File: config.mk
export PLATFORM = sky130hd
export DESIGN_NAME = accel_hit_direction_detector_core_flat
export DESIGN_NICKNAME = d
export VERILOG_FILES = /design/src/hdl/ahdd_pkg.sv /design/src/hdl/ahdd_channels.sv /design/src/hdl/accel_hit_direction_detector_core.sv /design/src/flat_wrapper.sv
export SDC_FILE = /design/constraint.sdc
export NUM_CORES = 1
export LEC_CHECK = 0
export BUFFER_PORTS_ARGS = -buffer_cell sky130_fd_sc_hd__buf_2
export CAP_MARGIN = 20
export CORE_MARGIN = 8
export CORE_UTILIZATION = 63
export DETAILED_ROUTE_END_ITERATION = 10
export PLACE_DENSITY = 0.81
export SETUP_SLACK_MARGIN = 0.02
export SYNTH_ARGS = -nofsm -noshare
export SYNTH_HDL_FRONTEND = slang
export SYNTH_SLANG_ARGS = --single-unit
File: constraint.sdc
create_clock -name clk -period 4.9 [get_ports clk]
set_input_delay 0.49 -clock clk [delete_from_list [all_inputs] [get_ports clk]]
set_output_delay 0.49 -clock clk [all_outputs]
set_load 0.01 [all_outputs]
File: src/hdl/ahdd_pkg.sv
// ---------------------------------------------------------------------------
// ahdd_pkg: shared types and constants for the hit direction detector
// Motion and hit codes, register indexes, register reset values and
// configuration port widths.
// ---------------------------------------------------------------------------
package ahdd_pkg;

    // Motion state codes
    typedef enum logic [1:0] {
        MODE_STILL    = 2'd0,
        MODE_FORWARD  = 2'd1,
        MODE_BACKWARD = 2'd2
    } mode_t;

    // Hit event codes
    typedef enum logic [1:0] {
        HIT_NONE     = 2'd0,
        HIT_FORWARD  = 2'd1,
        HIT_BACKWARD = 2'd2
    } hit_t;

    // Configuration port
    localparam int CFG_INDEX_BITS = 3;
    localparam int CFG_DATA_BITS  = 16;

    typedef logic [CFG_INDEX_BITS-1:0] cfg_index_t;
    typedef logic [CFG_DATA_BITS-1:0]  cfg_data_t;

    // Register indexes
    localparam cfg_index_t REG_FORWARD_START      = 3'd0;
    localparam cfg_index_t REG_BACKWARD_START     = 3'd1;
    localparam cfg_index_t REG_REVERSE_TO_BACKWARD = 3'd2;
    localparam cfg_index_t REG_REVERSE_TO_FORWARD = 3'd3;
    localparam cfg_index_t REG_SETTLE_DELTA       = 3'd4;
    localparam cfg_index_t REG_SETTLE_LEVEL       = 3'd5;

    // Register reset values
    localparam logic signed [15:0] FORWARD_START_RESET       = 16'sd400;
    localparam logic signed [15:0] BACKWARD_START_RESET      = -16'sd200;
    localparam logic signed [15:0] REVERSE_TO_BACKWARD_RESET = -16'sd300;
    localparam logic signed [15:0] REVERSE_TO_FORWARD_RESET  = 16'sd400;
    localparam logic [15:0]        SETTLE_DELTA_RESET        = 16'd20;
    localparam logic [15:0]        SETTLE_LEVEL_RESET        = 16'd200;

endpackage

File: src/hdl/ahdd_channels.sv
// ---------------------------------------------------------------------------
// ahdd_channels: valid/ready channel interfaces
// Sample input channel, result output channel and configuration write
// channel of the hit direction detector.
// ---------------------------------------------------------------------------

// Sample channel: one signed acceleration sample per transaction
interface ahdd_sample_if #(
    parameter int SAMPLE_BITS = 16
);
    logic                          valid;
    logic                          ready;
    logic signed [SAMPLE_BITS-1:0] accel_sample;

    modport source (output valid, output accel_sample, input ready);
    modport sink   (input valid, input accel_sample, output ready);
endinterface

// Result channel: hit event and motion state per transaction
interface ahdd_result_if;
    import ahdd_pkg::*;

    logic  valid;
    logic  ready;
    hit_t  hit_event;
    mode_t motion_state;

    modport source (output valid, output hit_event, output motion_state, input ready);
    modport sink   (input valid, input hit_event, input motion_state, output ready);
endinterface

// Configuration write channel
interface ahdd_cfg_if;
    import ahdd_pkg::*;

    logic       valid;
    logic       ready;
    cfg_index_t index;
    cfg_data_t  data;

    modport source (output valid, output index, output data, input ready);
    modport sink   (input valid, input index, input data, output ready);
endinterface

File: src/hdl/accel_hit_direction_detector_core.sv
// ---------------------------------------------------------------------------
// accel_hit_direction_detector_core: accelerometer hit direction detector
// Tracks still / forward / backward motion from X-axis samples and flags a
// hit when the motion reverses.
// ---------------------------------------------------------------------------
// One result transaction comes out for every sample transaction taken in.
// The block is a two-register pipeline (input register, result register)
// with the motion state and the sample history updated in the compute stage,
// so it takes one sample per clock cycle while the output is not stalled;
// each sample passes from the input register to the result register, with
// any output stall holding off the input.
// Configuration writes go through a separate channel that is always ready;
// writes to indexes past the last register are dropped. Registers must only
// be written while no samples are in flight.
// ---------------------------------------------------------------------------
module accel_hit_direction_detector_core #(
    parameter int SETTLE_LAG  = 3,
    parameter int SAMPLE_BITS = 16
) (
    input  logic          clk,
    input  logic          rst_n,
    ahdd_sample_if.sink   sample,
    ahdd_result_if.source result,
    ahdd_cfg_if.sink      cfg
);
    import ahdd_pkg::*;

    // Compare width: covers a full-precision difference of two samples and
    // the 16-bit registers with sign room to spare.
    localparam int BASE_BITS = (SAMPLE_BITS > 16) ? SAMPLE_BITS : 16;
    localparam int CW        = BASE_BITS + 2;

    // Configuration registers
    logic signed [15:0] fwd_start_reg;
    logic signed [15:0] bwd_start_reg;
    logic signed [15:0] rev_bwd_reg;
    logic signed [15:0] rev_fwd_reg;
    logic [15:0]        settle_delta_reg;
    logic [15:0]        settle_level_reg;

    // Pipeline registers
    logic                          in_valid_reg;
    logic signed [SAMPLE_BITS-1:0] in_sample_reg;
    logic                          out_valid_reg;
    hit_t                          out_hit_reg;
    mode_t                         out_mode_reg;

    // State
    mode_t                         mode_reg;
    mode_t                         mode_next;
    hit_t                          hit_next;
    logic signed [SAMPLE_BITS-1:0] hist_reg [SETTLE_LAG];

    logic advance;
    logic settled;

    logic signed [CW-1:0] cur_ext;
    logic signed [CW-1:0] old_ext;
    logic signed [CW-1:0] diff;
    logic signed [CW-1:0] diff_abs;
    logic signed [CW-1:0] cur_abs;
    logic signed [CW-1:0] fwd_start_ext;
    logic signed [CW-1:0] bwd_start_ext;
    logic signed [CW-1:0] rev_bwd_ext;
    logic signed [CW-1:0] rev_fwd_ext;
    logic signed [CW-1:0] delta_ext;
    logic signed [CW-1:0] level_ext;

    // Handshakes
    assign advance      = !out_valid_reg || result.ready;
    assign sample.ready = !in_valid_reg || advance;
    assign cfg.ready    = 1'b1;

    assign result.valid        = out_valid_reg;
    assign result.hit_event    = out_hit_reg;
    assign result.motion_state = out_mode_reg;

    // Configuration write decode
    always_ff @(posedge clk or negedge rst_n)
    begin
        if (!rst_n)
        begin
            fwd_start_reg    <= FORWARD_START_RESET;
            bwd_start_reg    <= BACKWARD_START_RESET;
            rev_bwd_reg      <= REVERSE_TO_BACKWARD_RESET;
            rev_fwd_reg      <= REVERSE_TO_FORWARD_RESET;
            settle_delta_reg <= SETTLE_DELTA_RESET;
            settle_level_reg <= SETTLE_LEVEL_RESET;
        end
        else if (cfg.valid)
        begin
            unique case (cfg.index)
                REG_FORWARD_START:       fwd_start_reg    <= cfg.data;
                REG_BACKWARD_START:      bwd_start_reg    <= cfg.data;
                REG_REVERSE_TO_BACKWARD: rev_bwd_reg      <= cfg.data;
                REG_REVERSE_TO_FORWARD:  rev_fwd_reg      <= cfg.data;
                REG_SETTLE_DELTA:        settle_delta_reg <= cfg.data;
                REG_SETTLE_LEVEL:        settle_level_reg <= cfg.data;
                default:                 ;
            endcase
        end
    end

    // Input register
    always_ff @(posedge clk or negedge rst_n)
    begin
        if (!rst_n)
            in_valid_reg <= 1'b0;
        else if (sample.ready)
            in_valid_reg <= sample.valid;
    end

    always_ff @(posedge clk)
    begin
        if (sample.valid && sample.ready)
            in_sample_reg <= sample.accel_sample;
    end

    // Operand extension to a common signed width
    always_comb
    begin
        cur_ext       = {{(CW-SAMPLE_BITS){in_sample_reg[SAMPLE_BITS-1]}}, in_sample_reg};
        old_ext       = {{(CW-SAMPLE_BITS){hist_reg[SETTLE_LAG-1][SAMPLE_BITS-1]}},
                         hist_reg[SETTLE_LAG-1]};
        fwd_start_ext = {{(CW-16){fwd_start_reg[15]}}, fwd_start_reg};
        bwd_start_ext = {{(CW-16){bwd_start_reg[15]}}, bwd_start_reg};
        rev_bwd_ext   = {{(CW-16){rev_bwd_reg[15]}}, rev_bwd_reg};
        rev_fwd_ext   = {{(CW-16){rev_fwd_reg[15]}}, rev_fwd_reg};
        delta_ext     = {{(CW-16){1'b0}}, settle_delta_reg};
        level_ext     = {{(CW-16){1'b0}}, settle_level_reg};
    end

    // Settle test: near rest and steady against the oldest history sample
    always_comb
    begin
        diff     = cur_ext - old_ext;
        diff_abs = diff[CW-1] ? -diff : diff;
        cur_abs  = cur_ext[CW-1] ? -cur_ext : cur_ext;
        settled  = (diff_abs < delta_ext) && (cur_abs < level_ext);
    end

    // Motion state next value
    always_comb
    begin
        mode_next = mode_reg;
        unique case (mode_reg)
            MODE_STILL:
            begin
                if (cur_ext < bwd_start_ext)
                    mode_next = MODE_BACKWARD;
                else if (cur_ext > fwd_start_ext)
                    mode_next = MODE_FORWARD;
            end
            MODE_FORWARD:
            begin
                if (cur_ext < rev_bwd_ext)
                    mode_next = MODE_BACKWARD;
                else if (settled)
                    mode_next = MODE_STILL;
            end
            MODE_BACKWARD:
            begin
                if (cur_ext > rev_fwd_ext)
                    mode_next = MODE_FORWARD;
                else if (settled)
                    mode_next = MODE_STILL;
            end
            default:
                mode_next = MODE_STILL;
        endcase
    end

    // Hit event output
    always_comb
    begin
        hit_next = HIT_NONE;
        unique case (mode_reg)
            MODE_STILL:    hit_next = HIT_NONE;
            MODE_FORWARD:  if (cur_ext < rev_bwd_ext) hit_next = HIT_BACKWARD;
            MODE_BACKWARD: if (cur_ext > rev_fwd_ext) hit_next = HIT_FORWARD;
            default:       hit_next = HIT_NONE;
        endcase
    end

    // State and history update, one step per sample moved to the output
    always_ff @(posedge clk or negedge rst_n)
    begin
        if (!rst_n)
        begin
            mode_reg <= MODE_STILL;
            for (int i = 0; i < SETTLE_LAG; i++)
                hist_reg[i] <= '0;
        end
        else if (in_valid_reg && advance)
        begin
            mode_reg <= mode_next;
            for (int i = SETTLE_LAG - 1; i > 0; i--)
                hist_reg[i] <= hist_reg[i-1];
            hist_reg[0] <= in_sample_reg;
        end
    end

    // Result register
    always_ff @(posedge clk or negedge rst_n)
    begin
        if (!rst_n)
            out_valid_reg <= 1'b0;
        else if (advance)
            out_valid_reg <= in_valid_reg;
    end

    always_ff @(posedge clk)
    begin
        if (in_valid_reg && advance)
        begin
            out_hit_reg  <= hit_next;
            out_mode_reg <= mode_next;
        end
    end

endmodule

File: src/flat_wrapper.sv
// flat-port wrapper written by rule: the top's interface ports become plain ports
module accel_hit_direction_detector_core_flat import ahdd_pkg::*;
#(
    parameter int SETTLE_LAG  = 3,
    parameter int SAMPLE_BITS = 16
)
  (clk, rst_n, sample_valid, sample_accel_sample, sample_ready, result_valid, result_hit_event, result_motion_state, result_ready, cfg_valid, cfg_index, cfg_data, cfg_ready);
  ahdd_sample_if #(.SAMPLE_BITS(SAMPLE_BITS)) sample_i ();
  ahdd_result_if result_i ();
  ahdd_cfg_if cfg_i ();
  input  logic clk;
  input  logic rst_n;
  input wire logic [$bits(sample_i.valid)-1:0] sample_valid;
  input wire logic [$bits(sample_i.accel_sample)-1:0] sample_accel_sample;
  output wire logic [$bits(sample_i.ready)-1:0] sample_ready;
  output wire logic [$bits(result_i.valid)-1:0] result_valid;
  output wire logic [$bits(result_i.hit_event)-1:0] result_hit_event;
  output wire logic [$bits(result_i.motion_state)-1:0] result_motion_state;
  input wire logic [$bits(result_i.ready)-1:0] result_ready;
  input wire logic [$bits(cfg_i.valid)-1:0] cfg_valid;
  input wire logic [$bits(cfg_i.index)-1:0] cfg_index;
  input wire logic [$bits(cfg_i.data)-1:0] cfg_data;
  output wire logic [$bits(cfg_i.ready)-1:0] cfg_ready;
  assign sample_i.valid = sample_valid;
  assign sample_i.accel_sample = sample_accel_sample;
  assign sample_ready = sample_i.ready;
  assign result_valid = result_i.valid;
  assign result_hit_event = result_i.hit_event;
  assign result_motion_state = result_i.motion_state;
  assign result_i.ready = result_ready;
  assign cfg_i.valid = cfg_valid;
  assign cfg_i.index = cfg_index;
  assign cfg_i.data = cfg_data;
  assign cfg_ready = cfg_i.ready;
  accel_hit_direction_detector_core #(.SETTLE_LAG(SETTLE_LAG), .SAMPLE_BITS(SAMPLE_BITS)) u_core (.clk(clk), .rst_n(rst_n), .sample(sample_i), .result(result_i), .cfg(cfg_i));
endmodule
=== Yosys cells after proc, flatten, opt, wreduce, memory -nomap -nowiden ===
Cells that the tools add are included.

* Magnitude comparators: 6
* Reductions and logical operators: 15
* Add/sub/neg operators: 3
* Shift operators: 0
* Bitwise logic cells: 0
* Multiplexer cells: 11
* Eq/ne operators: 7
* Multiply operators: 0
* Div/mod/pow operators: 0

{| class="wikitable"
|+ Operators with widths
! kind !! number
|-
| < comparator 18 x 17 -> 1 bit || 2
|-
| 2-to-1 mux 18 bit || 2
|-
| > comparator 16 bit || 2
|-
| < comparator 16 bit || 2
|-
| negation 16 -> 18 bit || 1
|-
| negation 18 bit || 1
|-
| subtractor 16 x 16 -> 17 bit || 1
|-
| 2-to-1 mux 2 bit || 6
|-
| AND reduction 2 bit || 6
|-
| == test 3 x 2 -> 1 bit (second input constant) || 2
|-
| == test 3 bit (second input constant) || 2
|-
| case mux 2 bit (3 select lines) || 1
|-
| case mux 2 bit (2 select lines) || 1
|-
| == test 3 x 1 -> 1 bit (second input constant) || 1
|-
| logical AND 1 bit || 3
|-
| zero test 3 bit || 1
|-
| == test 2 x 1 -> 1 bit (second input constant) || 1
|-
| == test 2 bit (second input constant) || 1
|-
| zero test 1 bit || 2
|-
| zero test 2 bit || 1
|-
| logical OR 1 bit || 2
|-
| 2-to-1 mux 1 bit || 1
|}

* Input port bits: 40
* Bits in read-only memories: 0
* Memories kept: 0
* RAM bits: 0
* Bits in registers: 168
* Word-level logic and storage cells: 57
* Latch bits: 0

=== Logic depth before layout (Yosys ltp) ===
* Word-level depth: 8
* Depth in mapped cells: 20
* Depth with buffers taken out: 20

=== Worst setup path before layout ===
OpenSTA, ideal clock, no wires.

* Path kind: register -> register
* Start: register u_core.in_sample_reg[9]
* End: register u_core.out_mode_reg[0] (netlist: u_core.result.motion_state[0]) (data pin)
* Period minus slack after synthesis: 4,358 ps
* Cell stages (with the launch flop): 20
* Required time: 4,639 ps
* Arrival: 4,098 ps
* Path buffers: 2
* Setup slack: 542 ps
* Path through: edfxtp_1 > ha_1 > buf_6 > a21o_1 > a21o_1 > a221o_1 > o21ai_1 > a41o_1 > clkbuf_1 > nand2_1 > xnor2_1 > ha_1 > a21oi_1 > nor2_1 > o41ai_1 > a21oi_1 > nor4_1 > inv_1 > nor2_1 > a211oi_2

* Longest elaborated chain between the ends: 8
* Elaborated cells between the ends (all ways): 18
* Classes of those cells: add/sub: 3; order compare: 6; mux: 8; reduce/logical: 1

{| class="wikitable"
|+ Ends and longest elaborated chain
! what !! line !! RTL
|-
| start: declaration || accel_hit_direction_detector_core.sv:43 || <nowiki>logic signed [SAMPLE_BITS-1:0] in_sample_reg;</nowiki>
|-
| start signal: assignment || accel_hit_direction_detector_core.sv:116 || <nowiki>in_sample_reg <= sample.accel_sample;</nowiki>
|-
| subtractor 16 x 16 -> 17 bit || accel_hit_direction_detector_core.sv:136 || <nowiki>diff = cur_ext - old_ext;</nowiki>
|-
| negation 18 bit || accel_hit_direction_detector_core.sv:137 || <nowiki>diff_abs = diff[CW-1] ? -diff : diff;</nowiki>
|-
| 2-to-1 mux 18 bit || accel_hit_direction_detector_core.sv:137 ||
|-
| < comparator 18 x 17 -> 1 bit || accel_hit_direction_detector_core.sv:139 || <nowiki>settled = (diff_abs < delta_ext) && (cur_abs < level_ext);</nowiki>
|-
| logical AND 1 bit || accel_hit_direction_detector_core.sv:139 ||
|-
| 2-to-1 mux 2 bit || accel_hit_direction_detector_core.sv:158, accel_hit_direction_detector_core.sv:165 ||
|-
| 2-to-1 mux 2 bit (on tied branches) || accel_hit_direction_detector_core.sv:163, accel_hit_direction_detector_core.sv:156 ||
|-
| case mux 2 bit (3 select lines) * || accel_hit_direction_detector_core.sv:146 || <nowiki>unique case (mode_reg)</nowiki>
|-
| named net u_core.mode_next[0] || accel_hit_direction_detector_core.sv:50 || <nowiki>mode_t mode_next;</nowiki>
|-
| end signal: assignment || accel_hit_direction_detector_core.sv:217 || <nowiki>out_mode_reg <= mode_next;</nowiki>
|-
| end: declaration || accel_hit_direction_detector_core.sv:46 || <nowiki>mode_t out_mode_reg;</nowiki>
|}

Mark *: on every way through the listed nets, which the timed path passes. The rest lies on a longest branch.
A chain may end at the register's enable or synchronous reset.

=== Worst setup path after layout ===
* Start: register u_core.in_sample_reg[0]
* End: register u_core.out_mode_reg[0] (netlist: u_core.result.motion_state[0]) (data pin)

The elaborated chain is that of the path after synthesis.

==> impl_metrics.json <==
{
  "status": "complete, no violations",
  "ctsRootBufferMaster": "clkbuf_16",
  "vias": 8226,
  "grt_use_total": 0.251,
  "max_freq_mhz": 220,
  "fin_crit_ns": 4.54,
  "use_met3": 0.0554,
  "grt_first_pass_wirelength_um": 40200,
  "ir_worst_vdd_v": 0.000346,
  "tns_ns": 0,
  "finalClockSkew_ns": 0.00458,
  "worstSetupPathType": "reg2reg",
  "dp_hpwl_um": 17500,
  "required_ns": 5.08,
  "ys_seq_elements": 168,
  "ys.flop_type": "dfrtp_1",
  "postRouteWirelength_um": 24900,
  "async_reset_ff_frac": 0.881,
  "syn_area_mm2": 0.0102,
  "rows": 46,
  "coreArea_mm2": 0.0159,
  "fin_nets": 1322,
  "top_usage_layer": "met2",
  "grt_max_degree": 113,
  "crit_family": "simple AND/OR/NAND/NOR gates",
  "seq_area_mm2": 0.00435,
  "multi_input_area_mm2": 0.00535,
  "drc": 0,
  "slew_violations": 0,
  "drt_iter0_drc": 602,
  "crit_slowest_cell": "fa_1",
  "end_kind": "flop",
  "final_antenna_net_count": 0,
  "die_area_mm2": 0.0206,
  "grt_use_met2": 0.400,
  "yosys-top-cells-area": "dfrtp_1, ha_1, dfstp_2, nand2_1, edfxtp_1",
  "fp.dieH_um": 144,
  "max-cap-violations": 0,
  "seq_area_frac_synth": 0.424,
  "netlist.top_cell.by_area": "dfrtp_1",
  "syn_nets": 1264,
  "firstDrtPassIters": 5,
  "finalCritPeriodShare": 0.926,
  "port_buffers": 45,
  "worstPathArrival_ns": 4.72,
  "rsz0062_at_grt": "no",
  "power.density_mw_per_mm2": 449,
  "path_cells": "inv_1, ha_1, fa_1, nand2b_1, a21oi_1, xor2_1, or3_1, nor4_4, nand4_1, nand2_1, xnor2_1, ha_1, nand4_1, nor2_1, a211oi_1, a21oi_1, nor4_2, buf_4, inv_1, nor2_1, a211oi_2",
  "clk_pin_slew_worst_paths_ns": 0.07,
  "fin_total_pwr_mw": 5.14,
  "cp-start-kind": "flop",
  "largest_reg_flops": 48,
  "via_per_inst": 5.89,
  "nFillCells": 1169,
  "cts.sinks": 168,
  "layout_commonest_cell": "nand2_1",
  "cts_tree": "done",
  "grt_pass1_vias": 8231,
  "cts_buffer_depth": 2,
  "drive_gt1_frac": 0.159,
  "synthDistinctLibCells": 74,
  "grtUsageMet1": 0.324,
  "synth_edf_count": 20,
  "synth_top_area_frac": 0.281,
  "worstSkewPairLatency_ns": 0.43,
  "ys_warn_count": 0,
  "gp_congestion": 0.940,
  "cp_max_fo": 4,
  "final_cell_mix": "nand2_1, inv_1, dfrtp_1",
  "area_growth_pct": 11.8,
  "wire_per_inst_um": 17.8,
  "syn_inst": 1109,
  "die_w_um": 144,
  "ios": 47,
  "grt.overflow.total": 0,
  "syn-mean-instance-area_um2": 9.24,
  "finalSetupViolCount": 0,
  "max_slew.worst_pin.slew_ns": 1.06,
  "max-slew-margin-rel": 0.288,
  "slowest_delay_ns": 0.43,
  "antenna_found_initial": 0,
  "hold_violations": 0,
  "cts_made_buffers": 17,
  "cp_num_buf_inv": 3,
  "hp-class": "in2reg",
  "start_util": 0.645,
  "antenna_cells": 0,
  "h-tree-depth": 4,
  "power.leakage_nw": 5.34
}
[cell type report]
cell class                 instances  share of cell area
sequential                       168               0.379
clock buffer                      21              0.0385
inverter                         122              0.0400
timing repair buffer              73              0.0405
tap                              216              0.0236
multi-input combinational        785               0.467
clock inverter                    11              0.0109
[metal layers]
metal | share of wire | vias to the layer above
met3 | 0.060 | 69
met1 | 0.45 | 3928
li1 | - | 3947
met4 | 0.028 | 0
met5 | 0 | -
met2 | 0.46 | 282
[report_power, final]
part | internal [mW] | switching (mW)
clock network | 0.750 | 0.556
registers | 1.73 | 0.117
logic | 0.832 | 1.16
[synth_stat cells (4+ instances only)]
cell type    n
a31oi_1      6
o31ai_1      9
inv_1      122
buf_1        4
a211oi_1     9
a21o_1      12
dfrtp_1    115
nor2_1      38
o21ai_0    100
edfxtp_1    20
nand2_1    214
nand2b_1    12
xor2_1       7
a21oi_1     30
o21ai_1     12
o2111ai_1    4
mux2_2      37
o21a_1      11
nor2b_1     10
and3_1       7
or3_1        6
nor4_1       4
clkbuf_1    28
a2111oi_0    7
dfstp_2     33
nand4_1     11
o211ai_1     8
nor3_1      11
nand3_1     15
ha_1       114
xnor2_1     26
[worst paths after layout]
kind | from | end | slack, ns | depth (start not counted)
max | u_core.in_sample_reg[0] | u_core.result.motion_state[0] | 0.36 | 21
min | sample_accel_sample[5] | u_core.in_sample_reg[5] | 0.23 | 1
max reg2reg | u_core.in_sample_reg[0] | u_core.result.motion_state[0] | 0.36 | 21
min reg2reg | u_core.hist_reg[36] | u_core.hist_reg[20] | 0.47 | 2
max in group asynchronous | rst_n | u_core.bwd_start_reg[13] | 3.72 | 3
min in group asynchronous | rst_n | u_core.hist_reg[36] | 0.44 | 2
[logic make-up (layout without fill, tap and decap cells)]
kind of cell | Yosys count | after routing | share of synthesized area
xor+xnor | 33 | 33 | 0.0282
compound gates | 242 | 242 | 0.148
simple gates | 356 | 356 | 0.158
buf+inv | 156 | 227 | 0.0582
mux | 38 | 38 | 0.0416
fa+ha+maj | 115 | 115 | 0.141
other cells | 1 | 1 | 0.000366
flops | 168 | 168 | 0.424
[stage by stage]
| step | hold slack, ns | utilization | cells | cell area [um2] | worst slack (ns) |
|---|---|---|---|---|---|
| 2_1_floorplan | 0.194 | - | 1109 | 10200 | 0.542 |
| 3_3_place_gp | 0.445 | 0.681 | 1361 | 10800 | 0.351 |
| 3_5_place_dp | 0.450 | 0.681 | 1361 | 10800 | 0.276 |
| 4_1_cts | 0.220 | 0.717 | 1393 | 11400 | 0.213 |
| 5_1_grt | 0.218 | 0.721 | 1396 | 11500 | 0.0601 |
| 6_report | 0.233 | 0.721 | 1396 | 11500 | 0.363 |
[repair_timing]
item	4_1_cts	5_1_grt
hold buffers	0	1
endpoints found under the setup margin	0	4
gates resized for setup	0	4
endpoints found under the hold margin	0	10
buffers inserted	0	1
Power figures use the tool's default switching activity.
